`config.mk`:
```
export PLATFORM = sky130hd
export DESIGN_NAME = contiguous_frame_allocator_flat
export DESIGN_NICKNAME = d
export VERILOG_FILES = /design/src/rtl/cfa_pkg.sv /design/src/rtl/cfa_req_if.sv /design/src/rtl/cfa_rsp_if.sv /design/src/rtl/contiguous_frame_allocator.sv /design/src/rtl/cfa_cell.sv /design/src/flat_wrapper.sv
export SDC_FILE = /design/constraint.sdc
export NUM_CORES = 1
export LEC_CHECK = 0
export BUFFER_PORTS_ARGS = -buffer_cell sky130_fd_sc_hd__buf_2
export CAP_MARGIN = 40
export CORE_AREA = 2 2 181 183
export DETAILED_ROUTE_END_ITERATION = 7
export DIE_AREA = 0 0 183 185
export PLACE_DENSITY = 0.78
export SLEW_MARGIN = 10
export SYNTH_ARGS = -nofsm -noshare
export SYNTH_HDL_FRONTEND = slang
export SYNTH_SLANG_ARGS = --single-unit
```
`constraint.sdc`:
```
create_clock -name clk -period 6.7 [get_ports clk]
set_input_delay 1.34 -clock clk [delete_from_list [all_inputs] [get_ports clk]]
set_output_delay 1.34 -clock clk [all_outputs]
set_load 0.005 [all_outputs]
```
`src/rtl/cfa_pkg.sv`:
```
// shared constants and types for the contiguous frame allocator
package cfa_pkg;

    localparam int NUM_FRAMES = 32;
    localparam int IDX_W      = $clog2(NUM_FRAMES);
    localparam int CNT_W      = 6;
    localparam int FRAME_W    = 5;
    localparam int STAT_W     = 2;
    localparam int SUM_W      = $clog2(NUM_FRAMES + 64) + 1;

    localparam logic CMD_ALLOC = 1'b0;
    localparam logic CMD_FREE  = 1'b1;

    localparam logic [STAT_W-1:0] STAT_DONE    = 2'd0;
    localparam logic [STAT_W-1:0] STAT_NOSPACE = 2'd1;
    localparam logic [STAT_W-1:0] STAT_BAD     = 2'd2;

    typedef struct packed {
        logic             active;
        logic             found;
        logic [CNT_W-1:0] run;
        logic [IDX_W-1:0] end_idx;
    } wave_t;

    typedef struct packed {
        logic             set;
        logic             clr;
        logic [IDX_W-1:0] lo;
        logic [IDX_W-1:0] hi;
    } mark_t;

endpackage

```
`src/rtl/cfa_req_if.sv`:
```
// request channel: command, page count and first frame
interface cfa_req_if;
    import cfa_pkg::*;

    logic               valid;
    logic               ready;
    logic               command;
    logic [CNT_W-1:0]   page_count;
    logic [FRAME_W-1:0] first_frame;

    modport source (output valid, command, page_count, first_frame, input ready);
    modport sink   (input valid, command, page_count, first_frame, output ready);

endinterface

```
`src/rtl/cfa_rsp_if.sv`:
```
// response channel: status and granted frame
interface cfa_rsp_if;
    import cfa_pkg::*;

    logic               valid;
    logic               ready;
    logic [STAT_W-1:0]  status;
    logic [FRAME_W-1:0] granted_frame;

    modport source (output valid, status, granted_frame, input ready);
    modport sink   (input valid, status, granted_frame, output ready);

endinterface

```
`src/rtl/contiguous_frame_allocator.sv`:
```
// top level: first-fit contiguous frame allocator over a chain of frame cells
//
// Requests arrive on req (valid/ready): command 0 allocates page_count
// consecutive frames, command 1 frees page_count frames from first_frame.
// Each request gives one item on rsp: status (done, no space, bad request)
// and granted_frame (first frame of the run, 0 unless an allocate succeeds).
// An allocate sends a scan wave down the row of NUM_FRAMES cells, one cell
// per cycle; the wave counts free frames and records where the first long
// enough run ends, then the whole run is marked used at once.
// An allocate waits until the wave leaves the last cell, even when the run
// was found early; free and rejected requests go straight to the response.
// One request is in work at a time; the next request is taken the cycle
// after the response is loaded into the output register.
// The response sits in an output register: a new request is taken while an
// earlier response still waits, and a stalled receiver only holds the block
// once the next result is ready. Reset marks every frame free, with no
// clearing pass.
module contiguous_frame_allocator (
    input  logic     clk,
    input  logic     rst_n,
    cfa_req_if.sink  req,
    cfa_rsp_if.source rsp
);
    import cfa_pkg::*;

    localparam logic [1:0] S_IDLE = 2'd0;
    localparam logic [1:0] S_SCAN = 2'd1;
    localparam logic [1:0] S_DONE = 2'd2;

    logic [1:0]         state_reg;
    logic [1:0]         state_next;
    logic               launch_reg;
    logic               launch_next;
    logic [CNT_W-1:0]   cnt_reg;
    logic [CNT_W-1:0]   cnt_next;
    logic [STAT_W-1:0]  res_stat_reg;
    logic [STAT_W-1:0]  res_stat_next;
    logic [FRAME_W-1:0] res_gnt_reg;
    logic [FRAME_W-1:0] res_gnt_next;
    logic               out_valid_reg;
    logic               out_valid_next;
    logic [STAT_W-1:0]  out_stat_reg;
    logic [STAT_W-1:0]  out_stat_next;
    logic [FRAME_W-1:0] out_gnt_reg;
    logic [FRAME_W-1:0] out_gnt_next;

    logic               accept;
    logic               load_out;
    logic [SUM_W-1:0]   free_end;
    logic               bad_free;
    logic [SUM_W-1:0]   start_sum;
    mark_t              mark;
    wave_t              wave_chain [NUM_FRAMES+1];
    wave_t              tail;

    assign req.ready = (state_reg == S_IDLE);
    assign accept    = req.valid && req.ready;

    assign wave_chain[0] = '{active: launch_reg, found: 1'b0, run: '0, end_idx: '0};
    assign tail          = wave_chain[NUM_FRAMES];

    genvar gi;
    generate
        for (gi = 0; gi < NUM_FRAMES; gi++)
        begin : g_cell
            cfa_cell u_cell (
                .clk        (clk),
                .rst_n      (rst_n),
                .cell_idx   (IDX_W'(gi)),
                .page_count (cnt_reg),
                .mark       (mark),
                .wave_in    (wave_chain[gi]),
                .wave_out   (wave_chain[gi+1])
            );
        end
    endgenerate

    always_comb
    begin
        free_end  = SUM_W'(req.first_frame) + SUM_W'(req.page_count);
        bad_free  = (req.page_count == '0) || (free_end > SUM_W'(NUM_FRAMES));
        start_sum = SUM_W'(tail.end_idx) + SUM_W'(1) - SUM_W'(cnt_reg);
    end

    always_comb
    begin
        mark = '0;
        if (accept && (req.command == CMD_FREE) && !bad_free)
        begin
            mark.clr = 1'b1;
            mark.lo  = IDX_W'(req.first_frame);
            mark.hi  = IDX_W'(free_end - SUM_W'(1));
        end
        else if ((state_reg == S_SCAN) && tail.active && tail.found)
        begin
            mark.set = 1'b1;
            mark.lo  = IDX_W'(start_sum);
            mark.hi  = tail.end_idx;
        end
    end

    always_comb
    begin
        state_next    = state_reg;
        launch_next   = 1'b0;
        cnt_next      = cnt_reg;
        res_stat_next = res_stat_reg;
        res_gnt_next  = res_gnt_reg;
        load_out      = 1'b0;
        case (state_reg)
            S_IDLE:
            begin
                if (accept)
                begin
                    cnt_next     = req.page_count;
                    res_gnt_next = '0;
                    if (req.command == CMD_ALLOC)
                    begin
                        if (req.page_count == '0)
                        begin
                            res_stat_next = STAT_BAD;
                            state_next    = S_DONE;
                        end
                        else
                        begin
                            launch_next = 1'b1;
                            state_next  = S_SCAN;
                        end
                    end
                    else
                    begin
                        res_stat_next = bad_free ? STAT_BAD : STAT_DONE;
                        state_next    = S_DONE;
                    end
                end
            end
            S_SCAN:
            begin
                if (tail.active)
                begin
                    res_stat_next = tail.found ? STAT_DONE : STAT_NOSPACE;
                    res_gnt_next  = tail.found ? FRAME_W'(start_sum) : '0;
                    state_next    = S_DONE;
                end
            end
            S_DONE:
            begin
                if (!out_valid_reg || rsp.ready)
                begin
                    load_out   = 1'b1;
                    state_next = S_IDLE;
                end
            end
            default:
            begin
                state_next = S_IDLE;
            end
        endcase
    end

    always_comb
    begin
        out_stat_next  = out_stat_reg;
        out_gnt_next   = out_gnt_reg;
        out_valid_next = out_valid_reg && !rsp.ready;
        if (load_out)
        begin
            out_valid_next = 1'b1;
            out_stat_next  = res_stat_reg;
            out_gnt_next   = res_gnt_reg;
        end
    end

    always_ff @(posedge clk or negedge rst_n)
    begin
        if (!rst_n)
        begin
            state_reg     <= S_IDLE;
            launch_reg    <= 1'b0;
            out_valid_reg <= 1'b0;
        end
        else
        begin
            state_reg     <= state_next;
            launch_reg    <= launch_next;
            out_valid_reg <= out_valid_next;
        end
    end

    always_ff @(posedge clk)
    begin
        cnt_reg      <= cnt_next;
        res_stat_reg <= res_stat_next;
        res_gnt_reg  <= res_gnt_next;
        out_stat_reg <= out_stat_next;
        out_gnt_reg  <= out_gnt_next;
    end

    assign rsp.valid         = out_valid_reg;
    assign rsp.status        = out_stat_reg;
    assign rsp.granted_frame = out_gnt_reg;

`ifndef SYNTHESIS
    a_idle_no_wave: assert property (@(posedge clk) disable iff (!rst_n)
        (state_reg == S_IDLE) |-> (!launch_reg && !tail.active))
        else $error("scan wave alive while idle");

    a_wave_in_scan: assert property (@(posedge clk) disable iff (!rst_n)
        tail.active |-> (state_reg == S_SCAN))
        else $error("scan wave finished outside scan");

    a_mark_exclusive: assert property (@(posedge clk) disable iff (!rst_n)
        !(mark.set && mark.clr))
        else $error("set and clear marks together");

    a_mark_order: assert property (@(posedge clk) disable iff (!rst_n)
        (mark.set || mark.clr) |-> (mark.lo <= mark.hi))
        else $error("mark range reversed");

    a_gnt_zero: assert property (@(posedge clk) disable iff (!rst_n)
        (rsp.valid && (rsp.status != STAT_DONE)) |-> (rsp.granted_frame == '0))
        else $error("granted frame nonzero on failed request");
`endif

endmodule

```
`src/rtl/cfa_cell.sv`:
```
// one frame cell: in-use bit plus one stage of the free-run scan wave
module cfa_cell (
    input  logic                      clk,
    input  logic                      rst_n,
    input  logic [cfa_pkg::IDX_W-1:0] cell_idx,
    input  logic [cfa_pkg::CNT_W-1:0] page_count,
    input  cfa_pkg::mark_t            mark,
    input  cfa_pkg::wave_t            wave_in,
    output cfa_pkg::wave_t            wave_out
);
    import cfa_pkg::*;

    logic             used_reg;
    logic             used_next;
    wave_t            wave_reg;
    wave_t            wave_next;
    logic [CNT_W-1:0] run_inc;
    logic             hit;
    logic             in_range;

    always_comb
    begin
        run_inc   = wave_in.run + CNT_W'(1);
        hit       = wave_in.active && !wave_in.found && !used_reg && (run_inc == page_count);
        wave_next = wave_in;
        if (wave_in.active && !wave_in.found)
        begin
            wave_next.run = used_reg ? '0 : run_inc;
            if (hit)
            begin
                wave_next.found   = 1'b1;
                wave_next.end_idx = cell_idx;
            end
        end
    end

    always_comb
    begin
        in_range  = (cell_idx >= mark.lo) && (cell_idx <= mark.hi);
        used_next = used_reg;
        if (mark.set && in_range)
        begin
            used_next = 1'b1;
        end
        else if (mark.clr && in_range)
        begin
            used_next = 1'b0;
        end
    end

    always_ff @(posedge clk or negedge rst_n)
    begin
        if (!rst_n)
        begin
            used_reg <= 1'b0;
            wave_reg <= '0;
        end
        else
        begin
            used_reg <= used_next;
            wave_reg <= wave_next;
        end
    end

    assign wave_out = wave_reg;

endmodule

```
`src/flat_wrapper.sv`:
```
// flat-port wrapper written by rule: the top's interface ports become plain ports
module contiguous_frame_allocator_flat import cfa_pkg::*;
  (clk, rst_n, req_valid, req_command, req_page_count, req_first_frame, req_ready, rsp_valid, rsp_status, rsp_granted_frame, rsp_ready);
  cfa_req_if req_i ();
  cfa_rsp_if rsp_i ();
  input  logic clk;
  input  logic rst_n;
  input wire logic [$bits(req_i.valid)-1:0] req_valid;
  input wire logic [$bits(req_i.command)-1:0] req_command;
  input wire logic [$bits(req_i.page_count)-1:0] req_page_count;
  input wire logic [$bits(req_i.first_frame)-1:0] req_first_frame;
  output wire logic [$bits(req_i.ready)-1:0] req_ready;
  output wire logic [$bits(rsp_i.valid)-1:0] rsp_valid;
  output wire logic [$bits(rsp_i.status)-1:0] rsp_status;
  output wire logic [$bits(rsp_i.granted_frame)-1:0] rsp_granted_frame;
  input wire logic [$bits(rsp_i.ready)-1:0] rsp_ready;
  assign req_i.valid = req_valid;
  assign req_i.command = req_command;
  assign req_i.page_count = req_page_count;
  assign req_i.first_frame = req_first_frame;
  assign req_ready = req_i.ready;
  assign rsp_valid = rsp_i.valid;
  assign rsp_status = rsp_i.status;
  assign rsp_granted_frame = rsp_i.granted_frame;
  assign rsp_i.ready = rsp_ready;
  contiguous_frame_allocator u_core (.clk(clk), .rst_n(rst_n), .req(req_i), .rsp(rsp_i));
endmodule
```
==> results.md, run 1 <==
- # DRC: 0
- Clk sinks: 420
- Worst-skew pair later-pin latency: between 0.5 and 0.6 ns
- Initial antenna violation count: 0
- Worst hold slack: about 0.37 ns
- Gates resized, CTS repair: 0
- Clock skew: approximately 0.028 ns
- CP max FO: 19
- Post-synth top area share: 48.94%
- H-tree depth: 2
- Std cell rows: between 60 and 70
- Setup crit start: req_first_frame[0]
- Fin crit share: 68.89%
- Fin area: 22300 um^2
- Post-synth top area cell: dfrtp_1
- Worst-Margin Slew: between 0.9 and 1 ns
- Crit. End Element: flop
- CP required: slightly above 7 ns
- Setup TNS: 0 ns
- Post-synth EDFFs: 20
- Reg clk slew, reported paths: 0.06 ns
- Non-filler instance count after layout: between 2000 and 2500
- Pin count of the biggest net entering global routing: roughly 170
- Final hold viol count: 0
- # Post-CTS Setup Buffers: 0
- I/O Buffers: 24
- CP endpoint: u_core.g_cell[27].u_cell.used_reg
- Post-Synthesis Cells: approximately 2000
- Slew HR: 38.67%
- Largest register FFs: ~360
- Ys flop type: dfrtp_1
- IO Pins: 25
- Die Wd: about 180 um
- Die area: 33860 um^2
- Global-route wire length before repair: 74130 um
- Fraction of registers with async set/reset: between 90 and 100%
- FF+latch count, synth: 420
- First DRT Iteration DRCs: between 1000 and 1500
- Worst hold path depth: 0
- Routed Wire Length: roughly 45000 um
- Placeable Area: roughly 32000 um^2
- ANT nets after route: 0
- Final Max Tran Viols: 0
- Ratio of cells with drive above 1 in the final layout: approximately an eighth
- Cells after DPL: ~2400
- WL/cell: ~18 um
- Pwr/cell area: about 340 nW/um^2
- Reg2Reg Depth: 11
- Max-Cap Viols: 0
- Status: complete, no violations
- Top cells by area, synth: dfrtp_1 49%, xor2_1 5.9%, o21ai_0 5.4%
- Setup-failing EPs final: 0
- CTS tree: done
- Worst r2r dst: u_core.g_cell[28].u_cell.used_reg
- FILL cells: ~2400
- Mean Syn Cell Area: a little over 10 um^2
- WS Path Type: in2reg
- DR vias: ~15000
- Fmax: 216.7 MHz
- Synth Cell Area: 20450 um^2
- Initial core utilization: around 64%
- Ys Warns: 0
- Static Leak: slightly above 10 nW
- Total gr overflow: 0
- Data arrival time of the worst path: approximately 5.1 ns
- RR Startpoint: u_core.cnt_reg[2]
- DP Wirelength: between 30000 and 40000 um
- Vias/cell: 5.911
- RSZ-0062 raised after global routing: no
- Clock buffer depth: 3
- Share of the yosys chip area belonging to registers: about half
- Worst R2R Setup Slack: around 2.7 ns
- Tmin final: between 4 and 5 ns
- # hold bufs at CTS: 0
- Hold Crit Class: reg2reg
- Final #Nets: 2090
- Syn_nets: between 2000 and 2500
- Vias in the first global route: 14340
- Startpoint types: input port
- Die Y: around 190 um
- Clk root buf: clkbuf_16
- DR pass1 iterations: 5
- Post-layout util: approximately 70%
- ANT cells: 0
- TritonCTS Buffers: 44
- RD Place Congestion: 0.8936
- GRT Overall Usage: 27.66%
- Worst VDD drop: ~0.23 mV
- Layout area overhead: 9.010%
- Placed Area: 20910 um^2
- Distinct cell type count after synthesis: 78
==> worst min-delay path by stage <==
stage / startpoint / end / slack, ns
final: u_core.g_cell[15].u_cell.wave_out[12] / u_core.g_cell[16].u_cell.wave_out[12] / 0.37
after floorplan: u_core.launch_reg / u_core.g_cell[0].u_cell.wave_out[12] / 0.35
after global routing: u_core.g_cell[8].u_cell.wave_out[12] / u_core.g_cell[9].u_cell.wave_out[12] / 0.39
after detailed placement: u_core.g_cell[15].u_cell.wave_out[12] / u_core.g_cell[16].u_cell.wave_out[12] / 0.36
after CTS: u_core.g_cell[15].u_cell.wave_out[12] / u_core.g_cell[16].u_cell.wave_out[12] / 0.37
after global placement: u_core.launch_reg / u_core.g_cell[0].u_cell.wave_out[12] / 0.36
==> routing by layer <==
| layer | routed length, um | part of all wire (%) | GRT usage, % | vias up |
|---|---|---|---|---|
| li1 | - | - | - | 6918 |
| met1 | 19770 | 44 | 37.46 | 7180 |
| met2 | 21840 | 48 | 46.26 | 382 |
| met3 | 2348 | 5.2 | 4.404 | 85 |
| met4 | 1129 | 2.5 | 8.672 | 0 |
| met5 | 0 | 0 | 0 | - |
==> final cells by class <==
cell class / instances / area, um^2 / share of cell area [%]
clock inverter: 12 / 115.1 / 0.5162
clock buffer: 62 / 1270 / 5.696
multi-input combinational: 1471 / 9316 / 41.78
inverter: 41 / 153.9 / 0.6902
sequential: 420 / 10610 / 47.58
timing repair buffer: 50 / 321.6 / 1.442
tap: 408 / 510.5 / 2.289
==> cell families after synthesis <==
kind of cell             synth area share [%]
flip-flops                              51.87
buffers and inverters                   2.581
AND/OR/NAND/NOR                         18.98
multiplexers                           0.4710
XOR/XNOR                                11.18
adder cells (fa/ha/maj)                 2.887
AO/OA/AOI/OAI                           12.03
==> cell usage in the layout, fill, tap and decap left out, types with 8 or more instances in the layout <==
master / Yosys / final
and3_1: 28 / 28
or2_2: 132 / 132
and2_1: 9 / 9
nor4_1: 12 / 12
nand2b_1: 71 / 71
dfrtp_1: 400 / 400
buf_4: 3 / 16
a21oi_1: 53 / 53
nand3_1: 113 / 113
clkbuf_16: 0 / 45
nor3_1: 42 / 42
o21ai_0: 219 / 219
o2bb2ai_1: 9 / 9
clkbuf_8: 0 / 8
a21o_1: 9 / 9
clkinv_2: 0 / 8
inv_1: 40 / 40
clkbuf_1: 64 / 9
ha_1: 44 / 44
a2111oi_0: 16 / 16
nand2_1: 195 / 195
xor2_1: 137 / 137
xnor2_1: 124 / 124
buf_2: 14 / 24
nor2_1: 77 / 77
o211ai_1: 25 / 25
nor2b_1: 49 / 49
edfxtp_1: 20 / 20
==> cells in the mapped netlist, types with 16 or more instances <==
cell and instances:
clkbuf_1 64, o21ai_0 219, xor2_1 137, a2111oi_0 16
nand3_1 113, nand2_1 195, and3_1 28, o211ai_1 25
inv_1 40, or2_2 132, nor3_1 42, nand2b_1 71
ha_1 44, xnor2_1 124, nor2b_1 49, edfxtp_1 20
dfrtp_1 400, a21oi_1 53, nor2_1 77
==> critical path, stage by stage <==
cell	delay, ns
buf_2	0.16
ha_1	0.26
fa_1	0.45
a211o_1	0.37
and3_4	0.21
a2111oi_4	0.38
o21a_1	0.65
a22o_2	0.44
and2_1	0.31
o221ai_2	0.13
mux2_1	0.34
==> metrics by stage <==
stage / setup slack, ns / power [mW]
finish: 2.084 / 7.517
global route: 1.930 / 7.934
CTS: 2.156 / 7.555
detailed placement: 1.579 / 5.168
global placement: 1.608 / 5.076
floorplan: 2.557 / 4.671
==> where the power goes <==
group	total, mW	switching, mW	internal, mW
Sequential	3.36	0.413	2.95
Combinational	1.80	1.05	0.753
Clock	2.35	0.961	1.39
Power figures use the tool's default switching activity.
==> run 2, diff against run 1 <==
Settings changed: CORE_AREA 2 2 181 183 to 2 2 184 186, DIE_AREA 0 0 183 185 to 0 0 186 188, PLACE_DENSITY 0.78 to 0.76.
Clock period 6.7 ns to 4.25 ns, I/O delays scaled along.
==> run 2 against run 1 <==
- clock-buffer cell count decreased by 4
- routed wire length increased by 0.12%
- core utilization decreased by 1.5 points
- first-iteration DRC count decreased by 1.3%
- sequential share of layout area decreased by 0.56 points
==> results.md, run 2 (synthesis results as in run 1) <==
- Non-filler instance count after layout: 2525 (was 2464)
- ANT cells: 0 (unchanged)
- Commonest non-fill, non-tap cell in the layout: dfrtp_1 (unchanged)
- Sw Ratio: 32.09% (was 32.25%)
- # Post-CTS Setup Buffers: 0 (unchanged)
- Static Leak: 10.28 nW (was 10.16 nW)
- Worst VDD drop: 0.4000 mV (was 0.2310 mV)
- Ratio of cells with drive above 1 in the final layout: 13.58% (was 12.50%)
- Vias/cell: 5.793 (was 5.911)
- Setup crit start: req_first_frame[0] (unchanged)
- DP Wirelength: 31120 um (was 30000 um)
- Die Wd: 186 um (was 183 um)
- I/O Buffers: 24 (unchanged)
- Global-route wire length before repair: 74800 um (was 74130 um)
- Total gr overflow: 0 (unchanged)
- Most frequent cells in the layout: 400 x dfrtp_1, 219 x o21ai_0, 195 x nand2_1 (unchanged)
- Logic pwr share: 23.8% (was 24.0%)
- Crit path max-delay family: compound AO/OA/AOI/OAI gates (unchanged)
- Final Max Tran Viols: 0 (unchanged)
- Startpoint types: input port (unchanged)
- H-tree depth: 2 (unchanged)
- Layout area overhead: 10.30% (was 9.010%)
- Vias in the first global route: 14650 (was 14340)
- Data arrival time of the worst path: 4.09 ns (was 5.05 ns)
- DR pass1 iterations: 7 (was 5)
- Pwr/cell area: 530.3 nW/um^2 (was 337.1 nW/um^2)
- Fin crit share: between 80 and 90%
- Slew HR: 44.51% (was 38.67%)
- Worst hold slack: 0.2786 ns (was 0.3657 ns)
- Final WS setup: 0.6090 ns (was 2.084 ns)
- RD Place Congestion: 0.9246 (was 0.8936)
- Initial antenna violation count: 0 (unchanged)
- Critical path's slowest cell: fa_1 (was o21a_1)
- WS Path Type: in2reg (unchanged)
- Gates resized, CTS repair: 0 (unchanged)
- Tmin final: approximately 3.6 ns
- Status: complete, no violations (unchanged)
- Setup TNS: 0 ns (unchanged)
- Tot Pwr: 11.96 mW (was 7.517 mW)
- Clk pwr share: 31.8% (was 31.3%)
- GRT Overall Usage: 27.16% (was 27.66%)
- CP required: 4.70 ns (was 7.13 ns)
- CTS tree: done (unchanged)
- Switching pwr: 3.839 mW (was 2.424 mW)
- # hold bufs at CTS: 0 (unchanged)
- Reg2Reg Depth: 13 (was 11)
- Max-Cap Viols: 0 (unchanged)
- Crit. End Element: flop (unchanged)
- IO Pins: 25 (unchanged)
- Worst-skew pair later-pin latency: 0.56 ns (was 0.58 ns)
- Std cell rows: 67 (was 66)
- Pin count of the biggest net entering global routing: 118 (was 174)
- TritonCTS Buffers: 44 (unchanged)
- Hold Crit Class: in2async (was reg2reg)
- Worst R2R Setup Slack: 1.08 ns (was 2.72 ns)
- Clk root buf: clkbuf_16 (unchanged)
- Initial core utilization: 61.77% (was 63.84%)
- RSZ-0062 raised after global routing: no (unchanged)
- Fin area: 22560 um^2 (was 22300 um^2)
- Placed Area: 21130 um^2 (was 20910 um^2)
- Setup-failing EPs final: 0 (unchanged)
- Crit-path cells: buf_2, ha_1, fa_1, a211o_1, and3_4, a2111oi_4, o21ai_2, buf_4, o21ai_1, a2bb2oi_1, nand3_1, a32o_1 (was buf_2, ha_1, fa_1, a211o_1, and3_4, a2111oi_4, o21a_1, a22o_2, and2_1, o221ai_2, mux2_1)
- Post-layout util: 68.14% (was 69.59%)
- Worst r2r dst: u_core.g_cell[20].u_cell.used_reg (was u_core.g_cell[28].u_cell.used_reg)
- Cell Int Power: 8.125 mW (was 5.092 mW)
- Routed Wire Length: 45140 um (was 45090 um)
- # DRC: 0 (unchanged)
- Share of power burned in registers: 44.4% (was 44.7%)
- Clock buffer depth: 3 (unchanged)
- Placement Setup Slack: 0.07243 ns (was 1.579 ns)
- Clk sinks: 420 (unchanged)
- Final hold viol count: 0 (unchanged)
- Clock skew: 0.01660 ns (was 0.02768 ns)
- ANT nets after route: 0 (unchanged)
- Die Y: 188 um (was 185 um)
- CP max FO: 12 (was 19)
- Slowest stage delay, CP: 0.44 ns (was 0.65 ns)
- Fmax: 274.6 MHz
- Largest register FFs: 364 (unchanged)
- Die area: 34970 um^2 (was 33860 um^2)
- First DRT Iteration DRCs: 1103 (was 1117)
- RR Startpoint: u_core.g_cell[31].u_cell.wave_out[1] (was u_core.cnt_reg[2])
- Worst-Margin Slew: 0.8247 ns (was 0.9199 ns)
- Worst path buffer plus inverter count: 2 (was 1)
- Cells after DPL: 2449 (was 2390)
- Reg clk slew, reported paths: 0.06 ns (about the same)
- Critical Path Stages: 12 (was 11)
- Final #Nets: 2109 (was 2090)
- Placeable Area: 33110 um^2 (was 32040 um^2)
- DR vias: 14630 (was 14570)
- WL/cell: 17.88 um (was 18.30 um)
==> run 2: cell types whose count changed in the layout (fill, tap and decap cells not counted), moves of 2 or more <==
cell	delta
clkinvlp_4	+3
clkbuf_8	-3
bufinv_16	+2
buf_1	-3
buf_4	+22
==> run 2: how the worst max path moves through the flow <==
stage | end | slack [ns]
2_1_floorplan | u_core.g_cell[28].u_cell.used_reg | 0.60
3_3_place_gp | u_core.g_cell[28].u_cell.used_reg | 0.20
3_5_place_dp | u_core.g_cell[18].u_cell.used_reg | 0.07
4_1_cts | u_core.g_cell[18].u_cell.used_reg | 0.68
5_1_grt | u_core.g_cell[18].u_cell.used_reg | 0.49
6_report | u_core.g_cell[18].u_cell.used_reg | 0.61
==> run 2: power groups by stage <==
stage	Combinational (mW)	Clock [mW]	Sequential (mW)
CTS	2.84	3.88	5.29
finish	2.85	3.81	5.31
global route	3.21	4.07	5.40
global placement	2.70	0	5.33
detailed placement	2.81	0	5.35
floorplan	2.29	0	5.07
==> run 2: per-layer routing <==
layer	track usage (%)	vias to the layer above	part of all wire, %
li1	-	6936	-
met1	36.59	7185	44
met2	44.11	408	48
met3	4.719	98	4.9
met4	10.30	0	3.3
met5	0	-	0
==> run 2: cell type report <==
cell class,count,area [um^2]
clock inverters,18,205.2
repair buffers,69,490.5
inverters,41,153.9
well taps,448,560.5
flip-flops and latches,420,10610
fillers,2471,10550
clock buffers,58,1225
multi-input cells,1471,9316
